--- config.mk ---
export PLATFORM = sky130hd
export DESIGN_NAME = uart_keyword_suffix_matcher_unit
export DESIGN_NICKNAME = d
export VERILOG_FILES = /design/src/rtl/core/uksm_pkg.sv /design/src/rtl/core/uksm_front.sv /design/src/rtl/core/uksm_queue.sv /design/src/rtl/core/uksm_back.sv /design/src/rtl/core/uart_keyword_suffix_matcher_unit.sv
export VERILOG_INCLUDE_DIRS = /design/src /design/src/rtl/core
export SDC_FILE = /design/constraint.sdc
export NUM_CORES = 1
export LEC_CHECK = 0
export CAP_MARGIN = 20
export CORE_MARGIN = 2
export CORE_UTILIZATION = 55
export CTS_BUF_LIST = sky130_fd_sc_hd__clkbuf_16
export CTS_CLUSTER_DIAMETER = 80
export CTS_CLUSTER_SIZE = 16
export DETAILED_ROUTE_END_ITERATION = 7
export DONT_BUFFER_PORTS = 1
export PLACE_DENSITY_LB_ADDON = 0.05
export REMOVE_ABC_BUFFERS = 1
export SLEW_MARGIN = 20
export SYNTH_ARGS = -nofsm -noshare
export SYNTH_HDL_FRONTEND = slang
export SYNTH_SLANG_ARGS = --single-unit
--- constraint.sdc ---
create_clock -name clk_i -period 5.59 [get_ports clk_i]
set_clock_uncertainty 0.15 [all_clocks]
set_input_delay 0.8385 -clock clk_i [delete_from_list [all_inputs] [get_ports clk_i]]
set_output_delay 0.8385 -clock clk_i [all_outputs]
set_load 0.1 [all_outputs]
--- src/rtl/core/uart_keyword_suffix_matcher_unit_macros.svh ---
// -----------------------------------------------------------------------------
// Assertion macros for the keyword suffix matcher
// Shared concurrent assertion forms, clocked on clk_i and held off in reset.
// -----------------------------------------------------------------------------
`ifndef UART_KEYWORD_SUFFIX_MATCHER_UNIT_MACROS_SVH
`define UART_KEYWORD_SUFFIX_MATCHER_UNIT_MACROS_SVH

// Property that must hold at every clock edge outside reset.
`define UKSM_ASSERT(label, prop, msg) \
  label: assert property (@(posedge clk_i) disable iff (!rst_ni) (prop)) else $error(msg);

// Implication: when cond holds, prop holds at the next edge.
`define UKSM_ASSERT_NEXT(label, cond, prop, msg) \
  label: assert property (@(posedge clk_i) disable iff (!rst_ni) (cond) |=> (prop)) \
    else $error(msg);

`endif

--- src/rtl/core/uksm_pkg.sv ---
// -----------------------------------------------------------------------------
// Keyword suffix matcher package
// Shared types and the fixed command code table.
// -----------------------------------------------------------------------------
package uksm_pkg;

  localparam int unsigned WinChars = 8;
  localparam int unsigned WinW     = 8 * WinChars;
  localparam int unsigned CntW     = 32;
  localparam int unsigned NumCodes = 11;
  localparam int unsigned CmdW     = 4;

  // Window packing: oldest character in the top byte, newest in the bottom byte.
  typedef logic [WinW-1:0] window_t;

  // One chunk handed from the front to the back.
  typedef struct packed {
    window_t         window;
    logic [CntW-1:0] byte_total;
  } job_t;

  // Codes are right-aligned; the mask selects the characters a code covers.
  localparam window_t CodeText [NumCodes] = '{
    window_t'("TXWK00"),   window_t'("TXCLOLED"), window_t'("TXSAMOTO"),
    window_t'("TXRFOLED"), window_t'("TXSASEVO"), window_t'("TXSAMPU0"),
    window_t'("TXSOSYNO"), window_t'("TXSASYNO"), window_t'("TXSOMOTO"),
    window_t'("TXSOSEVO"), window_t'("TXSAVL00")
  };

  localparam window_t CodeMask [NumCodes] = '{
    64'h0000_FFFF_FFFF_FFFF, 64'hFFFF_FFFF_FFFF_FFFF, 64'hFFFF_FFFF_FFFF_FFFF,
    64'hFFFF_FFFF_FFFF_FFFF, 64'hFFFF_FFFF_FFFF_FFFF, 64'hFFFF_FFFF_FFFF_FFFF,
    64'hFFFF_FFFF_FFFF_FFFF, 64'hFFFF_FFFF_FFFF_FFFF, 64'hFFFF_FFFF_FFFF_FFFF,
    64'hFFFF_FFFF_FFFF_FFFF, 64'hFFFF_FFFF_FFFF_FFFF
  };

endpackage

--- src/rtl/core/uksm_front.sv ---
// -----------------------------------------------------------------------------
// Keyword suffix matcher front end
// Normalizes each byte into the character window and counts bytes.
// -----------------------------------------------------------------------------
module uksm_front (
  input  logic                          clk_i,
  input  logic                          rst_ni,
  input  logic                          accept_i,
  input  logic [7:0]                    rx_byte_i,
  input  logic                          chunk_end_i,
  output logic                          job_push_o,
  output uksm_pkg::job_t                job_o
);

  localparam logic [7:0] ChZero = 8'h30;

  uksm_pkg::window_t             win_q, win_d;
  logic [uksm_pkg::CntW-1:0]     bytes_q, bytes_d;
  logic [7:0]                    ch;

  // Fold lower case letters to upper case.
  assign ch = (rx_byte_i inside {[8'h61:8'h7A]}) ? (rx_byte_i - 8'h20) : rx_byte_i;

  always_comb begin
    win_d = win_q;
    if (rx_byte_i == 8'h00) begin
      win_d = {win_q[uksm_pkg::WinW-17:0], ChZero, ChZero};
    end else if (rx_byte_i inside {[8'h21:8'h7E]}) begin
      win_d = {win_q[uksm_pkg::WinW-9:0], ch};
    end
    bytes_d = bytes_q + 1'b1;
  end

  always_ff @(posedge clk_i or negedge rst_ni) begin
    if (!rst_ni) begin
      win_q   <= '0;
      bytes_q <= '0;
    end else if (accept_i) begin
      win_q   <= win_d;
      bytes_q <= bytes_d;
    end
  end

  assign job_push_o        = accept_i && chunk_end_i;
  assign job_o.window      = win_d;
  assign job_o.byte_total  = bytes_d;

endmodule

--- src/rtl/core/uksm_queue.sv ---
// -----------------------------------------------------------------------------
// Keyword suffix matcher job queue
// Small register queue that decouples the front end from the matcher.
// -----------------------------------------------------------------------------
module uksm_queue #(
  parameter int unsigned QDepth = 4
) (
  input  logic           clk_i,
  input  logic           rst_ni,
  input  logic           push_i,
  input  uksm_pkg::job_t job_i,
  output logic           full_o,
  output logic           valid_o,
  input  logic           pop_i,
  output uksm_pkg::job_t job_o
);

  localparam int unsigned IdxW = $clog2(QDepth);
  localparam int unsigned CntW = $clog2(QDepth + 1);
  localparam logic [IdxW-1:0] LastIdx = IdxW'(QDepth - 1);
  localparam logic [CntW-1:0] FullCnt = CntW'(QDepth);

  uksm_pkg::job_t      mem_q [QDepth];
  logic [IdxW-1:0]     wr_q, wr_d, rd_q, rd_d;
  logic [CntW-1:0]     cnt_q, cnt_d;
  logic                do_push, do_pop;

  assign do_push = push_i && !full_o;
  assign do_pop  = pop_i && valid_o;

  always_comb begin
    wr_d  = do_push ? ((wr_q == LastIdx) ? '0 : wr_q + 1'b1) : wr_q;
    rd_d  = do_pop  ? ((rd_q == LastIdx) ? '0 : rd_q + 1'b1) : rd_q;
    cnt_d = cnt_q;
    if (do_push && !do_pop) begin
      cnt_d = cnt_q + 1'b1;
    end else if (do_pop && !do_push) begin
      cnt_d = cnt_q - 1'b1;
    end
  end

  always_ff @(posedge clk_i or negedge rst_ni) begin
    if (!rst_ni) begin
      wr_q  <= '0;
      rd_q  <= '0;
      cnt_q <= '0;
    end else begin
      wr_q  <= wr_d;
      rd_q  <= rd_d;
      cnt_q <= cnt_d;
    end
  end

  always_ff @(posedge clk_i) begin
    if (do_push) begin
      mem_q[wr_q] <= job_i;
    end
  end

  assign full_o  = (cnt_q == FullCnt);
  assign valid_o = (cnt_q != '0);
  assign job_o   = mem_q[rd_q];

endmodule

--- src/rtl/core/uksm_back.sv ---
// -----------------------------------------------------------------------------
// Keyword suffix matcher back end
// Compares a chunk's window with the code table and keeps the chunk counters.
// -----------------------------------------------------------------------------
module uksm_back (
  input  logic                           clk_i,
  input  logic                           rst_ni,
  input  logic                           job_valid_i,
  input  uksm_pkg::job_t                 job_i,
  output logic                           job_pop_o,
  output logic                           empty_o,
  input  logic                           pop_i,
  output logic                           matched_o,
  output logic [uksm_pkg::CmdW-1:0]      command_o,
  output logic [uksm_pkg::CntW-1:0]      chunk_total_o,
  output logic [uksm_pkg::CntW-1:0]      byte_total_o,
  output logic [uksm_pkg::CntW-1:0]      match_total_o,
  output logic [uksm_pkg::CntW-1:0]      miss_total_o
);

  logic                           out_valid_q;
  logic                           take;
  logic                           hit;
  logic [uksm_pkg::CmdW-1:0]      cmd;
  logic [uksm_pkg::CntW-1:0]      chunk_q, match_q, miss_q;
  logic [uksm_pkg::CntW-1:0]      chunk_d, match_d, miss_d;
  logic                           matched_q;
  logic [uksm_pkg::CmdW-1:0]      command_q;
  logic [uksm_pkg::CntW-1:0]      byte_q;

  // Take a job when the result slot is free or is being emptied this cycle.
  assign take      = job_valid_i && (!out_valid_q || pop_i);
  assign job_pop_o = take;

  // Walk the table from the top so the lowest matching index wins.
  always_comb begin
    hit = 1'b0;
    cmd = '0;
    for (int i = uksm_pkg::NumCodes - 1; i >= 0; i--) begin
      if ((job_i.window & uksm_pkg::CodeMask[i]) == uksm_pkg::CodeText[i]) begin
        hit = 1'b1;
        cmd = uksm_pkg::CmdW'(i);
      end
    end
    chunk_d = chunk_q + 1'b1;
    match_d = hit ? match_q + 1'b1 : match_q;
    miss_d  = hit ? miss_q : miss_q + 1'b1;
  end

  always_ff @(posedge clk_i or negedge rst_ni) begin
    if (!rst_ni) begin
      out_valid_q <= 1'b0;
      chunk_q     <= '0;
      match_q     <= '0;
      miss_q      <= '0;
    end else begin
      if (take) begin
        out_valid_q <= 1'b1;
        chunk_q     <= chunk_d;
        match_q     <= match_d;
        miss_q      <= miss_d;
      end else if (pop_i) begin
        out_valid_q <= 1'b0;
      end
    end
  end

  always_ff @(posedge clk_i) begin
    if (take) begin
      matched_q <= hit;
      command_q <= cmd;
      byte_q    <= job_i.byte_total;
    end
  end

  assign empty_o       = !out_valid_q;
  assign matched_o     = matched_q;
  assign command_o     = command_q;
  assign chunk_total_o = chunk_q;
  assign byte_total_o  = byte_q;
  assign match_total_o = match_q;
  assign miss_total_o  = miss_q;

endmodule

--- src/rtl/core/uart_keyword_suffix_matcher_unit.sv ---
// A chunk-ending byte is written into the job queue, then taken into the result slot once the slot is free.
// Throughput: one byte per cycle while the job queue is not full; one result per cycle while pop keeps up.
// The job queue (QDepth entries) sets how many chunk ends can wait on a stalled result side.
// Reset clears the character window, all counters, the queue and the result slot.
// -----------------------------------------------------------------------------
// Keyword suffix matcher top level
// Normalizes received bytes into an eight-character window and, at each chunk
// end, reports which command code the window ends with, plus running totals.
// -----------------------------------------------------------------------------
`include "uart_keyword_suffix_matcher_unit_macros.svh"

module uart_keyword_suffix_matcher_unit #(
  parameter int unsigned QDepth = 4
) (
  input  logic                           clk_i,
  input  logic                           rst_ni,
  input  logic                           push,
  output logic                           full,
  input  logic [7:0]                     rx_byte_i,
  input  logic                           chunk_end_i,
  output logic                           empty,
  input  logic                           pop,
  output logic                           matched_o,
  output logic [uksm_pkg::CmdW-1:0]      command_o,
  output logic [uksm_pkg::CntW-1:0]      chunk_total_o,
  output logic [uksm_pkg::CntW-1:0]      byte_total_o,
  output logic [uksm_pkg::CntW-1:0]      match_total_o,
  output logic [uksm_pkg::CntW-1:0]      miss_total_o
);

  // A beat is taken whenever the job queue has room. Bytes that do not end a
  // chunk only update the window and the byte count, so they never fill the
  // queue; the queue is what lets the front keep going while a result waits.
  logic           accept;
  logic           job_push;
  uksm_pkg::job_t job_in;
  logic           job_valid;
  logic           job_pop;
  uksm_pkg::job_t job_out;

  assign accept = push && !full;

  // Front end: character normalization, window shift and byte counter.
  uksm_front u_front (
    .clk_i       (clk_i),
    .rst_ni      (rst_ni),
    .accept_i    (accept),
    .rx_byte_i   (rx_byte_i),
    .chunk_end_i (chunk_end_i),
    .job_push_o  (job_push),
    .job_o       (job_in)
  );

  // Each chunk end carries a snapshot of the updated window and byte count.
  uksm_queue #(
    .QDepth (QDepth)
  ) u_queue (
    .clk_i   (clk_i),
    .rst_ni  (rst_ni),
    .push_i  (job_push),
    .job_i   (job_in),
    .full_o  (full),
    .valid_o (job_valid),
    .pop_i   (job_pop),
    .job_o   (job_out)
  );

  // Back end: table compare, chunk/match/miss counters and the result slot.
  uksm_back u_back (
    .clk_i         (clk_i),
    .rst_ni        (rst_ni),
    .job_valid_i   (job_valid),
    .job_i         (job_out),
    .job_pop_o     (job_pop),
    .empty_o       (empty),
    .pop_i         (pop),
    .matched_o     (matched_o),
    .command_o     (command_o),
    .chunk_total_o (chunk_total_o),
    .byte_total_o  (byte_total_o),
    .match_total_o (match_total_o),
    .miss_total_o  (miss_total_o)
  );

  // Every reported chunk is counted as exactly one match or one miss.
  `UKSM_ASSERT(a_totals_add_up, empty || ((match_total_o + miss_total_o) == chunk_total_o), "match and miss totals do not add up to the chunk total")
  // A miss always reports command zero.
  `UKSM_ASSERT(a_miss_cmd_zero, empty || matched_o || (command_o == '0), "miss reported with a nonzero command")
  // Command indexes stay inside the table.
  `UKSM_ASSERT(a_cmd_range, empty || (command_o < uksm_pkg::CmdW'(uksm_pkg::NumCodes)), "command index beyond the code table")
  // Delivering a result while another chunk waits moves the chunk total on by one.
  `UKSM_ASSERT_NEXT(a_chunk_step, pop && !empty && job_valid, chunk_total_o == ($past(chunk_total_o) + 1'b1), "chunk total did not advance by one")

endmodule
# == Word-level counts from Yosys, hierarchy flattened ==
# Memory sizes are Yosys's and may differ from the RTL's.
# Index checks and enable logic that the tools add are counted.
# Widths: inputs -> output; s select.
# totals
regBits,237
latch_bits,0
ramBits,384
romBits,0
input_bits,13
elab_cells,99
memories,1
# memory_table
name,words,width,read_ports,rd_ports_with_merged_regs,write_ports,line,text
u_queue.mem_q,4,96,1,0,1,uksm_queue.sv:23,uksm_pkg::job_t mem_q [QDepth];
# op_classes
n_addsub,9
n_mul,0
div,0
magnitude_cmp,4
n_eq_ne,14
shift,0
mux,32
bitwise,1
reduce_logical,23
# ops
operator,count
$eq 64x63->1 const B,10
$add 32x1->32 const B,4
$mux 64,2
$eq 48x47->1 const B,1
$mux 3,6
$le 8x7->1 const B,2
$mux 1,16
$mux 4,3
$logic_and 1x1->1,9
$ge 8x6->1 const B,1
$ge 8x7->1 const B,1
$logic_not 8->1,1
$mux 2,4
$mux 8,1
$reduce_or 8->1,1
$sub 8x6->8 const B,1
$add 2x1->2 const B,2
$eq 2x2->1 const B,2
$logic_not 1->1,4
$reduce_and 2->1,2
$reduce_bool 2->1,2
$reduce_or 4->1,1
$add 3x1->3 const B,1
$eq 3x3->1 const B,1
other kinds (5),5

# == Logic depth before layout (Yosys ltp) ==
# Gate-level depths: netlist of the first run.
# An unclocked memory read counts as a cell.
# depth
depth_word,15
depth_mapped,15

# == By module ==
# Synthesis of the first run repeated with hierarchy kept, for this count alone.
# hier_totals
cells_unflattened,1711
hier_area_um2,26890.8
# modules_own_cells
module,n_inst,cells_each,area_per_inst_um2,seq_area_each_um2
uksm_queue,1,539,14279.9,11706.2
uksm_back,1,562,6575.1,3538.4
uksm_front,1,609,6022.0,2402.3
uart_keyword_suffix_matcher_unit,1,1,13.8,0.0

# == Worst setup path before layout of the first run ==
# Ideal clock, no wire load.
# synth_path
path_kind,register -> register
from,register u_queue.cnt_q[0]
to,"memory u_queue.mem_q[0][0] (netlist name), enable pin"
setup_time_ps,687
arrival_ps,4452
required_time_ps,4753
setup_slack_ps,300
path_stages_with_launch,6
synth_period_minus_slack_ps,5290
cell_sequence,dfrtp_1 nor3b_1 nor2b_1 clkbuf_1 clkbuf_1 and3_1
# synth_between
elab_chain_len,7
# synth_rtl
item,line,text
"start, declared",uksm_queue.sv:25,"logic [CntW-1:0] cnt_q, cnt_d;"
"start signal, assigned",uksm_queue.sv:50,cnt_q <= cnt_d;
$eq 3x3->1 (*),uksm_queue.sv:60,assign full_o = (cnt_q == FullCnt);
via full,uart_keyword_suffix_matcher_unit.sv:18,"output logic full,"
$logic_not 1->1 (*),"uksm_queue.sv:28, uart_keyword_suffix_matcher_unit.sv:41",
$logic_and 1x1->1,uart_keyword_suffix_matcher_unit.sv:41,assign accept = push && !full;
$logic_and 1x1->1,uksm_front.sv:44,assign job_push_o = accept_i && chunk_end_i;
$logic_and 1x1->1 (*),uksm_queue.sv:28,assign do_push = push_i && !full_o;
$mux 1 (*),uksm_queue.sv:55,if (do_push) begin
$mux 1 (implied by the code) (*),uksm_queue.sv:56,mem_q[wr_q] <= job_i;
"end, declared",uksm_queue.sv:23,
# Mark *: on every way through the listed nets, which the timed path passes. The rest lies on a longest branch.

# == Worst setup path in the final report of the first run ==
# layout_path
from,register u_queue.rd_q[0]
to,register u_back.match_q (netlist bit u_back.match_total_o[30])
# layout_between
elab_chain_len,14
elab_cells_between_ends,24
cone_classes,11 x eq/ne; 11 x mux; 1 x reduce/logical; 1 x memory
# layout_rtl
item,line,text
"start, declared",uksm_queue.sv:24,"logic [IdxW-1:0] wr_q, wr_d, rd_q, rd_d;"
"start signal, assigned",uksm_queue.sv:49,rd_q <= rd_d;
$mem_v2 4x96 (*),-,
$eq 64x63->1,uksm_back.sv:40,if ((job_i.window & uksm_pkg::CodeMask[i]) == uksm_pkg::CodeText[i]) begin
$mux 1 (10 in series),uksm_back.sv:40,
$mux 1 (*),uksm_back.sv:40,
$reduce_and 2->1 (no line) (*),-,
"end signal, assigned",uksm_back.sv:60,match_q <= match_d;
"end, declared",uksm_back.sv:25,"logic [uksm_pkg::CntW-1:0] chunk_q, match_q, miss_q;"
# Mark *: on every way between the ends. The rest lies on a longest branch, timed or not.
# A chain may end at the register's enable or synchronous reset.

==> results of run 1 <==
-- stage by stage --
step	setup slack, ps	hold slack [ps]	TNS (ps)
5_1_grt	681	33.9	0
4_1_cts	1050	180	0
3_5_place_dp	1070	314	0
3_3_place_gp	1170	309	0
2_1_floorplan	-2050	296	-842310
6_report	1080	15.3	0
-- repair_timing --
action | in CTS | in global routing
hold buffers | 1 | 0
resized for setup | 0 | 0
endpoints found under the hold margin | 200 | 0
setup buffers | 0 | 0
-- final cells by class --
class / instances / area, um2
Sequential cell: 621 / 17700
Timing Repair Buffer: 29 / 288
Inverter: 17 / 63.8
Multi-Input combinational cell: 1113 / 7440
Fill cell: 3475 / 18100
Clock buffer: 45 / 1130
Clock inverter: 34 / 128
Tap cell: 600 / 751
-- power groups by stage --
| stage | sequential, W | clock [W] | combinational (W) |
|---|---|---|---|
| global route | 0.00796 | 0.00319 | 0.00266 |
| CTS | 0.00788 | 0.00302 | 0.00243 |
| global placement | 0.00795 | 0 | 0.00232 |
| finish | 0.00786 | 0.00293 | 0.00238 |
| floorplan | 0.00781 | 0 | 0.00174 |
| detailed placement | 0.00797 | 0 | 0.00239 |
-- worst max path at each step --
| stage | to | slack (ps) | cells past startpoint |
|---|---|---|---|
| floorplan | u_queue.mem_q[0][0]$_DFFE_PP_ | -2050 | 3 |
| global placement | u_back.match_total_o[28]$_DFFE_PN0P_ | 1170 | 11 |
| detailed placement | u_back.match_total_o[30]$_DFFE_PN0P_ | 1070 | 11 |
| CTS | u_back.match_total_o[15]$_DFFE_PN0P_ | 1050 | 11 |
| global route | u_back.miss_total_o[13]$_DFFE_PN0P_ | 680 | 11 |
| finish | u_back.match_total_o[30]$_DFFE_PN0P_ | 1080 | 11 |
-- per-layer routing --
layer,vias to the layer above,wire (um),track usage [%]
li1,6620,-,-
met1,7204,21900,29.1
met2,314,25100,36.3
met3,80,2700,4.46
met4,0,1130,5.70
met5,-,0,0
-- Yosys cell counts (11+ instances only) --
cell,n
a21oi_1,14
a31oi_1,53
and3_1,43
clkbuf_1,56
dfrtp_1,200
edfxtp_1,421
ha_1,12
inv_1,17
mux4_2,69
nand2_1,388
nand2b_1,11
nand3_1,72
nand4_1,31
nor2_1,117
nor3_1,23
nor4b_1,18
xnor2_1,89
xor2_1,67
-- flip-flops by register name, indices dropped and copies added, names as in the netlist --
register and flops:
u_queue.mem_q 384, u_front.win_q 64, u_back.byte_total_o 32, u_back.chunk_total_o 32
u_back.match_total_o 32, u_back.miss_total_o 32, u_front.bytes_q 32, u_back.command_o 4
u_queue.cnt_q 3, u_queue.rd_q 2, u_queue.wr_q 2, u_back.matched_o 1
u_back.out_valid_q 1
-- kinds of logic after synthesis --
| kind of cell | count (synthesis) | synth area share, % |
|---|---|---|
| AND/OR/NAND/NOR | 772 | 14.1 |
| AO/OA/AOI/OAI | 95 | 2.32 |
| XOR/XNOR | 156 | 5.37 |
| buffers and inverters | 98 | 1.69 |
| flip-flops | 621 | 69.3 |
| multiplexers | 77 | 6.50 |
| adder cells (fa/ha/maj) | 13 | 0.668 |
==> reports/metrics.csv, run 1 <==
metric,value,unit
status,"complete, no violations",
post-synth top area share,49.7,%
final setup violating endpoints,0,
post-synth top area cell,edfxtp_1,
R2R depth,11,
synth warn,0,
clock buffer depth,3,
worst flop-to-flop path startpoint,u_queue.rd_q[0]$_DFFE_PN0P_,
Seq pwr share,59.7,%
Worst Max-Slew Pin Slew,1080,ps
number of buffers and inverters on the critical path,2,
end-of-flow core utilization,60.2,%
die height,219,um
sequential area share after synthesis,69.3,%
initial antenna violation count,0,
dpl cells,2378,
Cell Pwr Density,480,mW/mm2
CP Launch Point,u_queue.rd_q[0]$_DFFE_PN0P_,
root buffer cell,clkbuf_16,
Slew Limit Fails,0,
first-pass GRT wire length,80300,um
CP Class,reg2reg,
diodes inserted,0,
1st-iter DRT viols,1197,
Post-synth EDFFs,421,
clock network power share,22.2,%
RSZ-0062 raised after global routing,no,
largest net degree at the start of global routing,201,
Hold Path Class,in2async,
Routed Antenna Nets,0,
"commonest non-fill, non-tap cells in the layout","edfxtp_1 (421), nand2_1 (388), dfrtp_1 (198)",
CP Cell Sequence,"buf_4, mux4_2, nor4b_1, nand4_1, nor4_1, o21ai_0, nand4_2, o21ai_2, buf_4, nor3_1, xor2_1",
core area,0.0456,mm2
post-synthesis register bit count,621,
MaxCap Viol Count,0,
Leak,10.5,nW
worst path required time,5860,ps
CP Data Arrival Time,4770,ps
async set-reset flop share out of synthesis,32.2,%
final WL,50900,um
# IOs,148,
Internal,0.00844,W
Startpoint Class,register,
Final Hold Fails,0,
synth unique cells,60,
FMAX,222,MHz
global placer's final weighted congestion,0.832,
Num CTS Buffers,44,
chip width,219,um
PortBufs,0,
Sw Pwr,0.00472,W
"Net count, final",1852,
Non-Filler Instances,2459,
"Min Clock Period, post-route",4510,ps
Rows,78,
Synth area leaders,"edfxtp_1 (50%), dfrtp_1 (20%), mux4_2 (6.1%)",
VDD IR-drop max,0.361,mV
period utilization,80.6,%
Avg Synthesized Cell Area,13.9,um2
endpoint type of the worst setup path,register,
fraction of layout cells with a size suffix above 1,9.20,%
switching part of the total,35.9,%
Syn Inst Count,1832,
DRC violation count after routing,0,
"CP delay by family, top",simple AND/OR/NAND/NOR gates,
RR Endpoint,u_back.match_total_o[30]$_DFFE_PN0P_,
die area,0.0480,mm2
ys flop type,edfxtp_1,
CTS sink count,621,
grt ovf,0,
gr usage total,21.7,%
Final HPWL DP,31200,um
flop2flop setup slack,1080,ps
area of the mapped netlist,0.0255,mm2
"most used cell, CP",buf_4,
"leading cell type in the layout, fill and taps excluded",edfxtp_1,
Slowest cell on crit path,dfrtp_4,
DRT Pass-1 Iters,7,
Via density,5.78,
Max-slew headroom,27.9,%
vias in the first global route,14300,
Initial Util,55.9,%
"Design Area, Final",0.0274,mm2
P&R area growth vs syn,7.80,%
drt wl/cell,20.7,um
Skew-Pair Late Insertion Delay,590,ps
Comb power frac,18.1,%
H-tree levels,2,
"Power, Total",0.0132,W
clk slew on worst S/H paths,70,ps
slowest cell delay on critical path,940,ps
DP Area,0.0261,mm2
worst-path maximum fanout,40,
CTS tree,yes,
vias,14200,
Note: power is estimated with default switching activity, not from simulation.
==> run 2, diff against run 1 <==
--- a/config.mk
+++ b/config.mk
@@ -6,6 +6,7 @@
 export SDC_FILE = /design/constraint.sdc
 export NUM_CORES = 1
 export LEC_CHECK = 0
+export ABC_AREA = 1
 export CAP_MARGIN = 20
 export CORE_MARGIN = 2
 export CORE_UTILIZATION = 55
==> constraint.sdc (replaced) <==
create_clock -name clk_i -period 4.62 [get_ports clk_i]
set_clock_uncertainty 0.15 [all_clocks]
set_input_delay 0.693 -clock clk_i [delete_from_list [all_inputs] [get_ports clk_i]]
set_output_delay 0.693 -clock clk_i [all_outputs]
set_load 0.1 [all_outputs]
==> reports/metrics.csv, run 2 <==
metric,value,unit,change
status,"finished, violations left",,"was complete, no violations"
failing checks,negative hold slack,,
CTS tree,yes,,unchanged
endpoint type of the worst setup path,register,,unchanged
max reg flops,384,,unchanged
Syn Inst Count,2819,,was 1832
Leak,11.9,nW,was 10.5 nW
Final HPWL DP,38900,um,was 31200 um
Synth Area in Compound Gates,7.10,%,was 2.32%
synth warn,0,,unchanged
"most used cell, CP",nand2_1,,was buf_4
core area,0.0500,mm2,was 0.0456 mm2
number of buffers and inverters on the critical path,4,,was 2
clock buffer depth,3,,unchanged
die area,0.0523,mm2,was 0.0480 mm2
slowest cell delay on critical path,510,ps,was 940 ps
Slew Limit Fails,0,,unchanged
CP Data Arrival Time,4060,ps,was 4770 ps
mux cell area share after synthesis,0.0405,%,was 6.50%
vias in the first global route,18700,,was 14300
MaxCap Viol Count,0,,unchanged
"leading cell type in the layout, fill and taps excluded",nand2_1,,was edfxtp_1
global placer's final weighted congestion,0.877,,was 0.832
CTS sink count,621,,unchanged
DRT Pass-1 Iters,6,,was 7
post-synth top area share,45.5,%,was 49.7%
Max-slew headroom,25.9,%,was 27.9%
first-pass GRT wire length,102000,um,was 80300 um
CP Class,reg2reg,,unchanged
Synth area leaders,"edfxtp_1 (46%), dfrtp_1 (18%), nand2_1 (10%)",,"was edfxtp_1 (50%), dfrtp_1 (20%), mux4_2 (6.1%)"
setup_tns,0,ps,unchanged
Worst Max-Slew Pin Slew,1110,ps,was 1080 ps
fillers,4224,,was 3475
root buffer cell,clkbuf_16,,unchanged
sequential area share after synthesis,63.5,%,was 69.3%
P&R area growth vs syn,7.85,%,was 7.80%
fraction of layout cells with a size suffix above 1,4.82,%,was 9.20%
async set-reset flop share out of synthesis,32.2,%,unchanged
period utilization,81.0,%,was 80.6%
Hold Path Class,in2async,,unchanged
commonest cells in the netlist,"nand2_1 (737), edfxtp_1 (421), inv_1 (252)",,"was edfxtp_1 (421), nand2_1 (388), dfrtp_1 (200)"
Largest regs,"u_queue.mem_q (384), u_front.win_q (64)",,unchanged
"commonest non-fill, non-tap cells in the layout","nand2_1 (737), edfxtp_1 (421), inv_1 (285)",,"was edfxtp_1 (421), nand2_1 (388), dfrtp_1 (198)"
synth unique cells,41,,was 60
1st-iter DRT viols,1466,,was 1197
"Net count, final",2834,,was 1852
ys flop type,edfxtp_1,,unchanged
worst flop-to-flop path startpoint,u_queue.rd_q[0]$_DFFE_PN0P_,,unchanged
Synth Area in Adders,0.613,%,was 0.668%
WHS,-363,ps,was 15.3 ps
initial antenna violation count,2,,was 0
post-synthesis simple-gate area fraction,20.2,%,was 14.1%
Skew-Pair Late Insertion Delay,600,ps,was 590 ps
vias,19300,,was 14200
final worst slack,877,ps,was 1080 ps
# IOs,148,,unchanged
Final Hold Fails,200,,was 0
largest net degree at the start of global routing,201,,unchanged
chip width,229,um,was 219 um
main combinational cell family by area after synthesis,simple AND/OR/NAND/NOR gates,,unchanged
Cell Pwr Density,612,mW/mm2,was 480 mW/mm2
VDD IR-drop max,0.359,mV,was 0.361 mV
pre-CTS WS,911,ps,was 1070 ps
Initial Util,55.6,%,was 55.9%
Routed Antenna Nets,0,,unchanged
area of the mapped netlist,0.0278,mm2,was 0.0255 mm2
Slowest cell on crit path,dfrtp_4,,unchanged
worst path required time,4940,ps,was 5860 ps
FMAX,267,MHz,was 222 MHz
RSZ-0062 raised after global routing,no,,unchanged
Top reg by flops,u_queue.mem_q,,unchanged
post-synthesis register bit count,621,,unchanged
diodes inserted,0,,unchanged
PortBufs,0,,unchanged
"CP delay by family, top",simple AND/OR/NAND/NOR gates,,unchanged
"Min Clock Period, post-route",3740,ps,was 4510 ps
Startpoint Class,register,,unchanged
CP Cell Sequence,"inv_4, buf_12, nand2_1, nand2_1, nand2_1, nand2_1, nand2_1, nor2_1, nand2_1, inv_1, nand2_1, nor2_1, nand2_1, nand2_1, nor2_2, nand3_2, buf_4, nand3_1, nand2_1, nand2_1",,"was buf_4, mux4_2, nor4b_1, nand4_1, nor4_1, o21ai_0, nand4_2, o21ai_2, buf_4, nor3_1, xor2_1"
Via density,5.48,,was 5.78
clk slew on worst S/H paths,70,ps,about the same
worst-path maximum fanout,89,,was 40
post-synth top area cell,edfxtp_1,,unchanged
Avg Synthesized Cell Area,9.85,um2,was 13.9 um2
final setup violating endpoints,0,,unchanged
final WL,63100,um,was 50900 um
grt ovf,0,,unchanged
H-tree levels,2,,unchanged
Num CTS Buffers,44,,unchanged
die height,229,um,was 219 um
CP Launch Point,u_queue.rd_q[0]$_DFFE_PN0P_,,unchanged
library cell with the highest instance count after synthesis,nand2_1,,was edfxtp_1
Post-Synth XOR/XNOR Area,2.96,%,was 5.37%
drt wl/cell,18.0,um,was 20.7 um
DRC violation count after routing,0,,unchanged
Rows,82,,was 78
gr usage total,24.5,%,was 21.7%
Post-synth EDFFs,421,,unchanged
## run 2: changes by cell type in the layout (fill, tap and decap cells not counted), moves of 101 or more
cell / previous run / this run
o21ai_0: 10 / 213
nand3_1: 72 / 202
nand2_1: 388 / 737
nor2_1: 116 / 240
inv_1: 49 / 285
a21oi_1: 14 / 115
## run 2: cell families (layout without fill, tap and decap cells)
| group | after synthesis | in the layout |
|---|---|---|
| AND/OR/NAND/NOR | 1335 | 1335 |
| flip-flops | 621 | 621 |
| AO/OA/AOI/OAI | 382 | 382 |
| buffers and inverters | 373 | 396 |
| XOR/XNOR | 94 | 94 |
| adder cells (fa/ha/maj) | 13 | 13 |
| multiplexers | 1 | 1 |
## run 2: power breakdown
group	internal, W	total [W]	switching [W]
clock network	0.00173	0.00359	0.00186
logic	0.00132	0.00517	0.00385
registers	0.00746	0.00957	0.00211
## run 2: path summary, 6_finish.rpt
kind                                                         to  slack (ps)  cells past startpoint
max                        u_back.match_total_o[31]$_DFFE_PN0P_         880                     20
min                             u_front.bytes_q[18]$_DFFE_PN0P_        -360                      0
max reg2reg                u_back.match_total_o[31]$_DFFE_PN0P_         880                     20
min reg2reg                       u_front.win_q[63]$_DFFE_PN0P_         330                      2
max in group asynchronous         u_front.win_q[29]$_DFFE_PN0P_        4240                      0
min in group clk_i               u_back.out_valid_q$_DFFE_PN0P_         150                      3
## run 2: timing repair
item | 4_1_cts | 5_1_grt
gates resized for setup | 0 | 0
endpoints found under the hold margin | 200 | 200
buffers inserted | 0 | 0
## run 2: area by class of cell
cell class	instances	area (um2)	share of cell area, %
Clock inverter	36	154	0.514
Inverter	258	972	3.24
Multi-Input combinational cell	1825	8660	28.9
Clock buffer	44	1100	3.68
Sequential cell	621	17700	58.9
Tap cell	672	841	2.81
Timing Repair Buffer	58	582	1.94
## run 2: through the flow
stage          hold slack, ps  std cells  power (W)  cell area (um2)  util [%]
2_1_floorplan             247       2704     0.0132            27200         -
3_3_place_gp              267       3434     0.0147            28700      57.4
3_5_place_dp              267       3434     0.0149            28700      57.4
4_1_cts                  -388       3514     0.0185            30000      60.0
5_1_grt                  -378       3514     0.0194            30000      60.0
6_report                 -363       3514     0.0183            30000      60.0
## run 2: layer usage
| layer | vias to the layer above | track usage [%] | wire length, um |
|---|---|---|---|
| met4 | 4 | 6.76 | 1460 |
| met1 | 9243 | 34.7 | 28700 |
| li1 | 9436 | - | - |
| met3 | 109 | 3.75 | 3250 |
| met5 | - | 0 | 26 |
| met2 | 458 | 39.7 | 29600 |
